==> src/sv/pulse_beat_rate_meter_macros.svh <==
// Assertion helpers for the beat rate meter
`ifndef PULSE_BEAT_RATE_METER_MACROS_SVH
`define PULSE_BEAT_RATE_METER_MACROS_SVH

// same-cycle implication, sampled on clk, off during reset
`define PBRM_ASSERT_NOW(lbl, ante, cons) \
    lbl: assert property (@(posedge clk) disable iff (!rst_n) (ante) |-> (cons)) \
        else $error("pbrm check failed");

// next-cycle implication
`define PBRM_ASSERT_NEXT(lbl, ante, cons) \
    lbl: assert property (@(posedge clk) disable iff (!rst_n) (ante) |=> (cons)) \
        else $error("pbrm check failed");

`endif

==> src/sv/pbrm_pkg.sv <==
`default_nettype none

package pbrm_pkg;

    localparam int THR_W    = 10;
    localparam int CNT_W    = 16;
    localparam int SCALE_W  = 4;
    localparam int RATE_W   = 10;
    localparam int PROD_W   = CNT_W + SCALE_W;
    localparam int ADDR_W   = 5;
    localparam int DATA_W   = 32;

    localparam int Q_DEPTH  = 2;
    localparam int Q_PTR_W  = (Q_DEPTH > 1) ? $clog2(Q_DEPTH) : 1;
    localparam int Q_CNT_W  = $clog2(Q_DEPTH + 1);

    // register indexes, paddr[4:2]
    localparam logic [2:0] REG_LOW    = 3'd0;
    localparam logic [2:0] REG_HIGH   = 3'd1;
    localparam logic [2:0] REG_WINDOW = 3'd2;
    localparam logic [2:0] REG_SCALE  = 3'd3;
    localparam logic [2:0] REG_ALERT  = 3'd4;

    localparam logic [THR_W-1:0]   LOW_RST    = 10'd200;
    localparam logic [THR_W-1:0]   HIGH_RST   = 10'd1000;
    localparam logic [CNT_W-1:0]   WINDOW_RST = 16'd1500;
    localparam logic [SCALE_W-1:0] SCALE_RST  = 4'd4;
    localparam logic [RATE_W-1:0]  ALERT_RST  = 10'd100;

    localparam logic [RATE_W-1:0] RATE_MAX  = 10'd999;
    localparam logic [7:0]        CHAR_ZERO = 8'h30;
    localparam logic [7:0]        CHAR_NL   = 8'h0A;

    typedef struct packed {
        logic [THR_W-1:0] low;
        logic [THR_W-1:0] high;
        logic [CNT_W-1:0] window;
    } front_cfg_t;

    typedef struct packed {
        logic [SCALE_W-1:0] scale;
        logic [RATE_W-1:0]  alert_limit;
    } back_cfg_t;

    // one finished window: beat count waiting for conversion
    typedef struct packed {
        logic             valid;
        logic [CNT_W-1:0] beats;
    } rpt_t;

endpackage

`default_nettype wire

==> src/sv/pbrm_front.sv <==
`default_nettype none

module pbrm_front
    import pbrm_pkg::*;
#(
    parameter int SAMPLE_BITS = 10
)
(
    input  wire logic                   clk,
    input  wire logic                   rst_n,
    input  wire front_cfg_t             cfg,
    input  wire logic                   in_valid,
    output logic                        in_ready,
    input  wire logic [SAMPLE_BITS-1:0] sample,
    input  wire logic                   q_full,
    output rpt_t                        push
);

    localparam int CMP_W = (SAMPLE_BITS > THR_W) ? SAMPLE_BITS : THR_W;

    logic [SAMPLE_BITS-1:0] prev_reg;
    logic [CNT_W-1:0]       beats_reg, beats_next;
    logic [CNT_W-1:0]       seen_reg, seen_next;
    logic [CMP_W-1:0]       prev_x, samp_x, low_x, high_x;
    logic                   accept, hit, window_done;

    assign in_ready = !q_full;
    assign accept   = in_valid && in_ready;

    assign prev_x = CMP_W'(prev_reg);
    assign samp_x = CMP_W'(sample);
    assign low_x  = CMP_W'(cfg.low);
    assign high_x = CMP_W'(cfg.high);
    assign hit    = (prev_x < low_x) && (samp_x > high_x);

    // both counters stick at all-ones
    assign beats_next  = (hit && beats_reg != '1) ? beats_reg + CNT_W'(1) : beats_reg;
    assign seen_next   = (seen_reg != '1) ? seen_reg + CNT_W'(1) : seen_reg;
    assign window_done = seen_next >= cfg.window;

    assign push.valid = accept && window_done;
    assign push.beats = beats_next;

    always_ff @(posedge clk or negedge rst_n)
    begin
        if (!rst_n)
        begin
            prev_reg  <= '0;
            beats_reg <= '0;
            seen_reg  <= '0;
        end
        else if (accept)
        begin
            prev_reg <= sample;
            if (window_done)
            begin
                beats_reg <= '0;
                seen_reg  <= '0;
            end
            else
            begin
                beats_reg <= beats_next;
                seen_reg  <= seen_next;
            end
        end
    end

endmodule

`default_nettype wire

==> src/sv/pbrm_queue.sv <==
`default_nettype none

module pbrm_queue
    import pbrm_pkg::*;
(
    input  wire logic clk,
    input  wire logic rst_n,
    input  wire rpt_t push,
    output logic      full,
    input  wire logic pop,
    output rpt_t      head
);

    logic [CNT_W-1:0]   mem_reg [Q_DEPTH];
    logic [Q_PTR_W-1:0] wr_ptr_reg, rd_ptr_reg;
    logic [Q_CNT_W-1:0] count_reg;
    logic               do_push, do_pop;

    assign full       = count_reg == Q_CNT_W'(Q_DEPTH);
    assign head.valid = count_reg != '0;
    assign head.beats = mem_reg[rd_ptr_reg];

    assign do_push = push.valid && !full;
    assign do_pop  = pop && head.valid;

    function automatic logic [Q_PTR_W-1:0] ptr_inc(input logic [Q_PTR_W-1:0] p);
        ptr_inc = (p == Q_PTR_W'(Q_DEPTH - 1)) ? '0 : p + Q_PTR_W'(1);
    endfunction

    always_ff @(posedge clk)
    begin
        if (do_push)
            mem_reg[wr_ptr_reg] <= push.beats;
    end

    always_ff @(posedge clk or negedge rst_n)
    begin
        if (!rst_n)
        begin
            wr_ptr_reg <= '0;
            rd_ptr_reg <= '0;
            count_reg  <= '0;
        end
        else
        begin
            if (do_push)
                wr_ptr_reg <= ptr_inc(wr_ptr_reg);
            if (do_pop)
                rd_ptr_reg <= ptr_inc(rd_ptr_reg);
            case ({do_push, do_pop})
                2'b10:   count_reg <= count_reg + Q_CNT_W'(1);
                2'b01:   count_reg <= count_reg - Q_CNT_W'(1);
                default: count_reg <= count_reg;
            endcase
        end
    end

endmodule

`default_nettype wire

==> src/sv/pbrm_back.sv <==
`default_nettype none

module pbrm_back
    import pbrm_pkg::*;
(
    input  wire logic      clk,
    input  wire logic      rst_n,
    input  wire back_cfg_t cfg,
    input  wire rpt_t      head,
    output logic           pop,
    output logic           out_valid,
    input  wire logic      out_ready,
    output logic [7:0]     text_char,
    output logic           alert,
    output logic           saturated,
    output logic           last_char
);

    typedef enum logic [2:0] {
        S_IDLE,
        S_MUL,
        S_CLAMP,
        S_HUN,
        S_REM,
        S_TEN,
        S_OUT
    } state_t;

    localparam logic [1:0] SLOT_HUN  = 2'd0;
    localparam logic [1:0] SLOT_TEN  = 2'd1;
    localparam logic [1:0] SLOT_UNIT = 2'd2;
    localparam logic [1:0] SLOT_NL   = 2'd3;

    state_t              state_reg;
    logic [CNT_W-1:0]    beats_reg;
    logic [PROD_W-1:0]   prod_reg;
    logic [RATE_W-1:0]   rate_reg;
    logic [3:0]          hun_reg, ten_reg;
    logic [6:0]          rem_reg;
    logic [1:0]          slot_reg, slot_next;
    logic                valid_reg, sat_reg, alert_reg, last_reg;
    logic [7:0]          char_reg;

    logic [15:0]         hun_prod;
    logic [RATE_W-1:0]   rem_full;
    logic [14:0]         ten_prod;
    logic [6:0]          unit_full;
    logic [7:0]          slot_char;

    assign pop = (state_reg == S_IDLE) && head.valid;

    // x*41 >> 12 and x*205 >> 11 give x/100 and x/10 exactly over the ranges used
    assign hun_prod  = 16'(rate_reg) * 16'd41;
    assign rem_full  = rate_reg - RATE_W'(hun_reg) * RATE_W'(100);
    assign ten_prod  = 15'(rem_reg) * 15'd205;
    assign unit_full = rem_reg - 7'(ten_reg) * 7'd10;

    assign slot_next = slot_reg + 2'd1;

    always_comb
    begin
        case (slot_next)
            SLOT_HUN:  slot_char = CHAR_ZERO + 8'(hun_reg);
            SLOT_TEN:  slot_char = CHAR_ZERO + 8'(ten_reg);
            SLOT_UNIT: slot_char = CHAR_ZERO + 8'(unit_full[3:0]);
            default:   slot_char = CHAR_NL;
        endcase
    end

    always_ff @(posedge clk or negedge rst_n)
    begin
        if (!rst_n)
        begin
            state_reg <= S_IDLE;
            beats_reg <= '0;
            prod_reg  <= '0;
            rate_reg  <= '0;
            hun_reg   <= '0;
            ten_reg   <= '0;
            rem_reg   <= '0;
            slot_reg  <= SLOT_HUN;
            valid_reg <= 1'b0;
            sat_reg   <= 1'b0;
            alert_reg <= 1'b0;
            last_reg  <= 1'b0;
            char_reg  <= '0;
        end
        else
        begin
            unique case (state_reg)
                S_IDLE:
                begin
                    if (head.valid)
                    begin
                        beats_reg <= head.beats;
                        state_reg <= S_MUL;
                    end
                end
                S_MUL:
                begin
                    prod_reg  <= PROD_W'(beats_reg) * PROD_W'(cfg.scale);
                    state_reg <= S_CLAMP;
                end
                S_CLAMP:
                begin
                    if (prod_reg > PROD_W'(RATE_MAX))
                    begin
                        rate_reg <= RATE_MAX;
                        sat_reg  <= 1'b1;
                    end
                    else
                    begin
                        rate_reg <= prod_reg[RATE_W-1:0];
                        sat_reg  <= 1'b0;
                    end
                    state_reg <= S_HUN;
                end
                S_HUN:
                begin
                    hun_reg   <= hun_prod[15:12];
                    alert_reg <= rate_reg > cfg.alert_limit;
                    state_reg <= S_REM;
                end
                S_REM:
                begin
                    rem_reg   <= rem_full[6:0];
                    state_reg <= S_TEN;
                end
                S_TEN:
                begin
                    ten_reg   <= ten_prod[14:11];
                    slot_reg  <= SLOT_HUN;
                    char_reg  <= CHAR_ZERO + 8'(hun_reg);
                    last_reg  <= 1'b0;
                    valid_reg <= 1'b1;
                    state_reg <= S_OUT;
                end
                S_OUT:
                begin
                    if (out_ready)
                    begin
                        if (slot_reg == SLOT_NL)
                        begin
                            valid_reg <= 1'b0;
                            state_reg <= S_IDLE;
                        end
                        else
                        begin
                            slot_reg <= slot_next;
                            char_reg <= slot_char;
                            last_reg <= slot_next == SLOT_NL;
                        end
                    end
                end
                default:
                begin
                    state_reg <= S_IDLE;
                end
            endcase
        end
    end

    assign out_valid = valid_reg;
    assign text_char = char_reg;
    assign alert     = alert_reg;
    assign saturated = sat_reg;
    assign last_char = last_reg;

endmodule

`default_nettype wire

==> src/sv/pulse_beat_rate_meter.sv <==
`default_nettype none

`include "pulse_beat_rate_meter_macros.svh"

// Pulse beat rate meter. Takes one sensor sample per input word and counts a beat
// when the previous sample was below low_threshold and the current one is above
// high_threshold. Every window_samples samples the beat count is scaled by
// rate_scale, clamped to 999 (saturated set) and sent out as four words: hundreds,
// tens and units digit in ASCII, then a newline with last_char set; alert marks a
// rate above alert_limit. A new sample is taken every cycle while the two-entry
// report queue between the sample counter and the converter has room. Each report
// passes the converter's fetch, then staged multiply, clamp, hundreds, remainder
// and tens steps, then one word per cycle while out_ready is high; windows shorter
// than a conversion hold off input once the queue is full. Registers sit at byte
// addresses 0, 4, 8, 12, 16 and read back their value.
module pulse_beat_rate_meter
    import pbrm_pkg::*;
#(
    parameter int SAMPLE_BITS = 10
)
(
    input  wire logic                   clk,
    input  wire logic                   rst_n,
    input  wire logic                   psel,
    input  wire logic                   penable,
    input  wire logic                   pwrite,
    input  wire logic [ADDR_W-1:0]      paddr,
    input  wire logic [DATA_W-1:0]      pwdata,
    output logic [DATA_W-1:0]           prdata,
    output logic                        pready,
    input  wire logic                   in_valid,
    output logic                        in_ready,
    input  wire logic [SAMPLE_BITS-1:0] sample,
    output logic                        out_valid,
    input  wire logic                   out_ready,
    output logic [7:0]                  text_char,
    output logic                        alert,
    output logic                        saturated,
    output logic                        last_char
);

    logic [THR_W-1:0]   low_reg, high_reg;
    logic [CNT_W-1:0]   window_reg;
    logic [SCALE_W-1:0] scale_reg;
    logic [RATE_W-1:0]  alert_lim_reg;
    logic               wr_en;

    front_cfg_t f_cfg;
    back_cfg_t  b_cfg;
    rpt_t       push, head;
    logic       q_full, pop;

    assign pready = 1'b1;
    assign wr_en  = psel && penable && pwrite && pready;

    always_ff @(posedge clk or negedge rst_n)
    begin
        if (!rst_n)
        begin
            low_reg       <= LOW_RST;
            high_reg      <= HIGH_RST;
            window_reg    <= WINDOW_RST;
            scale_reg     <= SCALE_RST;
            alert_lim_reg <= ALERT_RST;
        end
        else if (wr_en)
        begin
            unique case (paddr[4:2])
                REG_LOW:    low_reg       <= pwdata[THR_W-1:0];
                REG_HIGH:   high_reg      <= pwdata[THR_W-1:0];
                REG_WINDOW: window_reg    <= pwdata[CNT_W-1:0];
                REG_SCALE:  scale_reg     <= pwdata[SCALE_W-1:0];
                REG_ALERT:  alert_lim_reg <= pwdata[RATE_W-1:0];
                default:    ;
            endcase
        end
    end

    always_comb
    begin
        unique case (paddr[4:2])
            REG_LOW:    prdata = DATA_W'(low_reg);
            REG_HIGH:   prdata = DATA_W'(high_reg);
            REG_WINDOW: prdata = DATA_W'(window_reg);
            REG_SCALE:  prdata = DATA_W'(scale_reg);
            REG_ALERT:  prdata = DATA_W'(alert_lim_reg);
            default:    prdata = '0;
        endcase
    end

    assign f_cfg.low         = low_reg;
    assign f_cfg.high        = high_reg;
    assign f_cfg.window      = window_reg;
    assign b_cfg.scale       = scale_reg;
    assign b_cfg.alert_limit = alert_lim_reg;

    pbrm_front #(
        .SAMPLE_BITS (SAMPLE_BITS)
    ) u_front (
        .clk      (clk),
        .rst_n    (rst_n),
        .cfg      (f_cfg),
        .in_valid (in_valid),
        .in_ready (in_ready),
        .sample   (sample),
        .q_full   (q_full),
        .push     (push)
    );

    pbrm_queue u_queue (
        .clk   (clk),
        .rst_n (rst_n),
        .push  (push),
        .full  (q_full),
        .pop   (pop),
        .head  (head)
    );

    pbrm_back u_back (
        .clk       (clk),
        .rst_n     (rst_n),
        .cfg       (b_cfg),
        .head      (head),
        .pop       (pop),
        .out_valid (out_valid),
        .out_ready (out_ready),
        .text_char (text_char),
        .alert     (alert),
        .saturated (saturated),
        .last_char (last_char)
    );

    // newline closes every report, digits elsewhere
    `PBRM_ASSERT_NOW(a_nl_last, out_valid && last_char, text_char == CHAR_NL)
    `PBRM_ASSERT_NOW(a_digit, out_valid && !last_char,
                     text_char >= CHAR_ZERO && text_char <= (CHAR_ZERO + 8'd9))
    // clamped reports read 999
    `PBRM_ASSERT_NOW(a_sat_nines, out_valid && saturated,
                     text_char == (CHAR_ZERO + 8'd9) || text_char == CHAR_NL)
    // a report is never cut short
    `PBRM_ASSERT_NEXT(a_no_gap, out_valid && out_ready && !last_char, out_valid)

endmodule

`default_nettype wire

==> config.mk <==
export PLATFORM = sky130hd
export DESIGN_NAME = pulse_beat_rate_meter
export DESIGN_NICKNAME = d
export VERILOG_FILES = /design/src/sv/pbrm_pkg.sv /design/src/sv/pbrm_front.sv /design/src/sv/pbrm_queue.sv /design/src/sv/pbrm_back.sv /design/src/sv/pulse_beat_rate_meter.sv
export VERILOG_INCLUDE_DIRS = /design/src /design/src/sv
export SDC_FILE = /design/constraint.sdc
export NUM_CORES = 1
export LEC_CHECK = 0
export ABC_AREA = 1
export BUFFER_PORTS_ARGS = -buffer_cell sky130_fd_sc_hd__buf_4
export CAP_MARGIN = 20
export CORE_ASPECT_RATIO = 1.4
export CORE_MARGIN = 2
export CORE_UTILIZATION = 55
export DETAILED_ROUTE_END_ITERATION = 16
export PLACE_DENSITY = 0.74
export SLEW_MARGIN = 30
export SYNTH_ARGS = -nofsm -noshare
export SYNTH_HDL_FRONTEND = slang
export SYNTH_SLANG_ARGS = --single-unit
==> constraint.sdc <==
create_clock -name clk -period 7.4 [get_ports clk]
set_input_delay 0.74 -clock clk [delete_from_list [all_inputs] [get_ports clk]]
set_output_delay 0.74 -clock clk [all_outputs]
set_load 0.1 [all_outputs]
==> summary.md <==
| Metric | Value |
|---|---|
| Status | `complete, no violations` |
| Largest stage delay on the critical path | `0.45 ns` |
| Buf/Inv on CP | `1` |
| Synthesized flop and latch total | `203` |
| Critical Path Sink Type | `register` |
| Mux cell area share after synthesis | `0.0007613` |
| Final setup viols | `0` |
| Area Overhead vs Synth | `9.601%` |
| Setup TNS | `0 ns` |
| Adder-Cell Fraction of Synth Area | `0.1846` |
| CTS tree | `built` |
| Mapped Cells | `1888` |
| Fmax | `273.6 MHz` |
| DRT Wirelength | `33430 µm` |
| 1st-pass router iterations | `5` |
| Psw | `0.003500 W` |
| Slew @ Worst Pin | `0.9521 ns` |
| First-pass GRT wire length | `55900 µm` |
| Largest family of logic cells by synthesized area | `simple AND/OR/NAND/NOR gates` |
| Design Power | `0.007203 W` |
| Root buf cell | `clkbuf_16` |
| Cells after DPL | `2240` |
| GRT Util Overall | `0.2417` |
| Critical path startpoint | `u_front.seen_reg[0]` |
| Tmin final | `3.655 ns` |
| Compound-Gate Fraction of Synth Area | `0.1007` |
| Post-CTS setup buffer count | `0` |
| Synthesized area per cell | `7.835 µm²` |
| Clock Power Share | `0.158` |
| Worst path required time | `7.79 ns` |
| # IOs | `100` |
| First DRT Iteration DRCs | `598` |
| Post-Synth Simple-Gate Area | `0.2373` |
| RSZ-0062 raised after global routing | `no` |
| Floorplan row count | `71` |
| Switching Share | `0.4859` |
| Max FFs per register | `32` |
| Wire per inst | `14.66 µm` |
| CP Data Arrival Time | `4.04 ns` |
| GRT overflow | `0` |
| Hold/Removal Path Class | `input pin to asynchronous set/reset pin` |
| Relative slew slack | `0.3637` |
| Hpwl dp | `25740 µm` |
| DIE HEIGHT | `198.0 µm` |
| Pwr dens | `444.3 nW/µm²` |
| Clk_skew | `0.01023 ns` |
| Crit-path leading delay family | `simple AND/OR/NAND/NOR gates` |
| Die area | `28240 µm²` |
| Post-synthesis sequential area ratio | `0.3559` |
| Initial core utilization | `0.5550` |
| Most frequent CP cell | `nand2_1` |
| Fin nets | `2183` |
| Antenna Nets Post-Route | `0` |
| Final hold vios | `0` |
| Vias | `12376` |
| Synth cell types | `51` |
| Layout cells sized above 1 | `0.07889` |
| Core Box Area | `26650 µm²` |
| Die Wd | `142.6 µm` |
| CP max FO | `6` |
| Via density | `5.428` |
| Number of H-tree levels | `1` |
| Sequential Power Share | `0.267` |
| Post-route clock period utilization | `0.4939` |
| Worst-skew pair later-pin latency | `0.51 ns` |
| Commonest non-fill, non-tap cells in the layout | `495 x nand2_1, 320 x inv_1, 151 x ha_1, 151 x dfrtp_1, 128 x nor2_1` |
| Clock Tree Buf Depth | `3` |
| Max_cap viols | `0` |
| Cts bufs inserted | `22` |
| Diodes inserted | `0` |
| Initial antenna violation count | `0` |
| Final max-slew violation count | `0` |
| TritonCTS sink count | `203` |
| Post_cts resized | `0` |
| Most common cell after layout, fill and taps aside | `nand2_1` |
| Clock Pin Slew Worst Setup and Hold Paths | `0.06 ns` |
| CP Launch Type | `register` |
| Logic pwr share | `0.575` |
| Crit Path Category | `register to register` |
| Vias in the first global route | `12110` |
| Hold-fix buffers, CTS | `0` |
| Fill cells | `2362` |
| Layout Cells excl Fill | `2280` |
| Cell Chain, Critical Path | `ha_1 -> nand2_1 -> nor2_2 -> nand3_2 -> nor2_4 -> nand3_1 -> o21ai_0 -> inv_1 -> ha_1 -> nand2_1 -> nor3_1 -> nand2_1 -> nand3_1 -> nand2_1 -> ha_1 -> a21oi_1 -> o21ai_0 -> xor2_1` |
| Yosys warnings | `0` |
| # DRC | `0` |
| RePlAce Congestion | `0.8607` |
| Crit-path slowest cell | `dfrtp_1` |
| Lkg Pwr | `8.568 nW` |
| Max VDD drop | `345.3 µV` |
| Post-synthesis xor/xnor area fraction | `0.01480` |
| Reg2reg start | `u_front.seen_reg[0]` |
| IO Port Bufs | `62` |
| Pint | `0.003703 W` |
| Largest net degree at the start of global routing | `82` |
| Post-synth design cell area | `14790 µm²` |
==> logic make-up after synthesis <==
logic type,count (synthesis)
DFF,203
adders and majority gates,193
xor gates and xnor gates,25
and+or+nand+nor,820
buffers and inverters,389
muxes,1
AOI/OAI and AO/OA,255
other,2
==> layer usage <==
layer,GRT usage,up-vias,wire [µm]
li1,-,6160,-
met2,0.4535,299,17280
met3,0.02854,73,1411
met4,0.08984,0,1173
met5,0,-,0
met1,0.2795,5844,13560
==> cells in the mapped netlist, drive strengths merged <==
cell type	count	area share
a21o	8	0.0041
a21oi	63	0.023
a221oi	4	0.0024
a22oi	5	0.0025
a31oi	8	0.0034
and2	16	0.0068
and3	1	0.00042
buf	28	0.014
clkbuf	34	0.0086
clkinv	1	0.00025
conb	2	0.00051
dfrtp	151	0.26
dfstp	20	0.036
edfxtp	32	0.065
fa	42	0.057
ha	151	0.13
inv	326	0.083
mux2	1	0.00076
nand2	496	0.13
nand3	94	0.034
nand3b	7	0.0036
nand4	44	0.020
nor2	135	0.036
nor3	21	0.0079
nor4	2	0.00085
o2111ai	8	0.0047
o211ai	2	0.0010
o21a	2	0.0010
o21ai	111	0.038
o21bai	5	0.0025
o221ai	2	0.0012
o22a	1	0.00059
o22ai	19	0.0080
o31ai	17	0.0086
or2	4	0.0019
xnor2	9	0.0053
xor2	16	0.0095
==> layout make-up <==
type / instances / area, µm² / share of cell area
multi-input cells: 1313 / 8034 / 0.4956
flip-flops and latches: 203 / 5265 / 0.3248
inverters: 327 / 1227 / 0.07571
clock buffers: 27 / 590.6 / 0.03643
repair buffers: 69 / 521.8 / 0.03218
well taps: 328 / 410.4 / 0.02531
clock inverters: 13 / 162.7 / 0.01003
==> worst paths after layout <==
kind,slack [ns],cells after the start,endpoint
max reg2reg,3.74,18,u_queue.count_reg[1]
min in group clk,0.44,3,u_front.prev_reg[4]
min,0.30,1,u_back.rem_reg[5]
max in group asynchronous,5.82,2,u_front.prev_reg[0]
max,3.74,18,u_queue.count_reg[1]
min reg2reg,0.47,2,u_back.prod_reg[18]
==> power groups by stage <==
stage / clock [W] / sequential (W) / combinational (W)
after floorplan: 0 / 0.00189 / 0.00320
after global placement: 0 / 0.00191 / 0.00400
after detailed placement: 0 / 0.00193 / 0.00413
after CTS: 0.00116 / 0.00191 / 0.00416
after global routing: 0.00120 / 0.00197 / 0.00477
final: 0.00114 / 0.00192 / 0.00414
==> through the flow <==
| stage | util | hold WS, ns | setup WS [ns] | area (µm²) |
|---|---|---|---|---|
| after floorplan | - | 0.4410 | 3.319 | 14860 |
| after global placement | 0.5800 | 0.4559 | 3.829 | 15460 |
| after detailed placement | 0.5800 | 0.4582 | 3.706 | 15460 |
| after CTS | 0.6083 | 0.3269 | 3.697 | 16210 |
| after global routing | 0.6083 | 0.3706 | 3.429 | 16210 |
| final | 0.6083 | 0.2980 | 3.745 | 16210 |
==> worst register-to-register path, stage by stage (launching register included) <==
cell and delay [ns]:
dfrtp_1 0.45, ha_1 0.24, nand2_1 0.10, nor2_2 0.13, nand3_2 0.14, nor2_4 0.20, nand3_1 0.09, o21ai_0 0.27
inv_1 0.09, ha_1 0.28, nand2_1 0.08, nor3_1 0.27, nand2_1 0.10, nand3_1 0.22, nand2_1 0.14, ha_1 0.33
a21oi_1 0.13, o21ai_0 0.12, xor2_1 0.15
(Power assumes the default switching activity.)
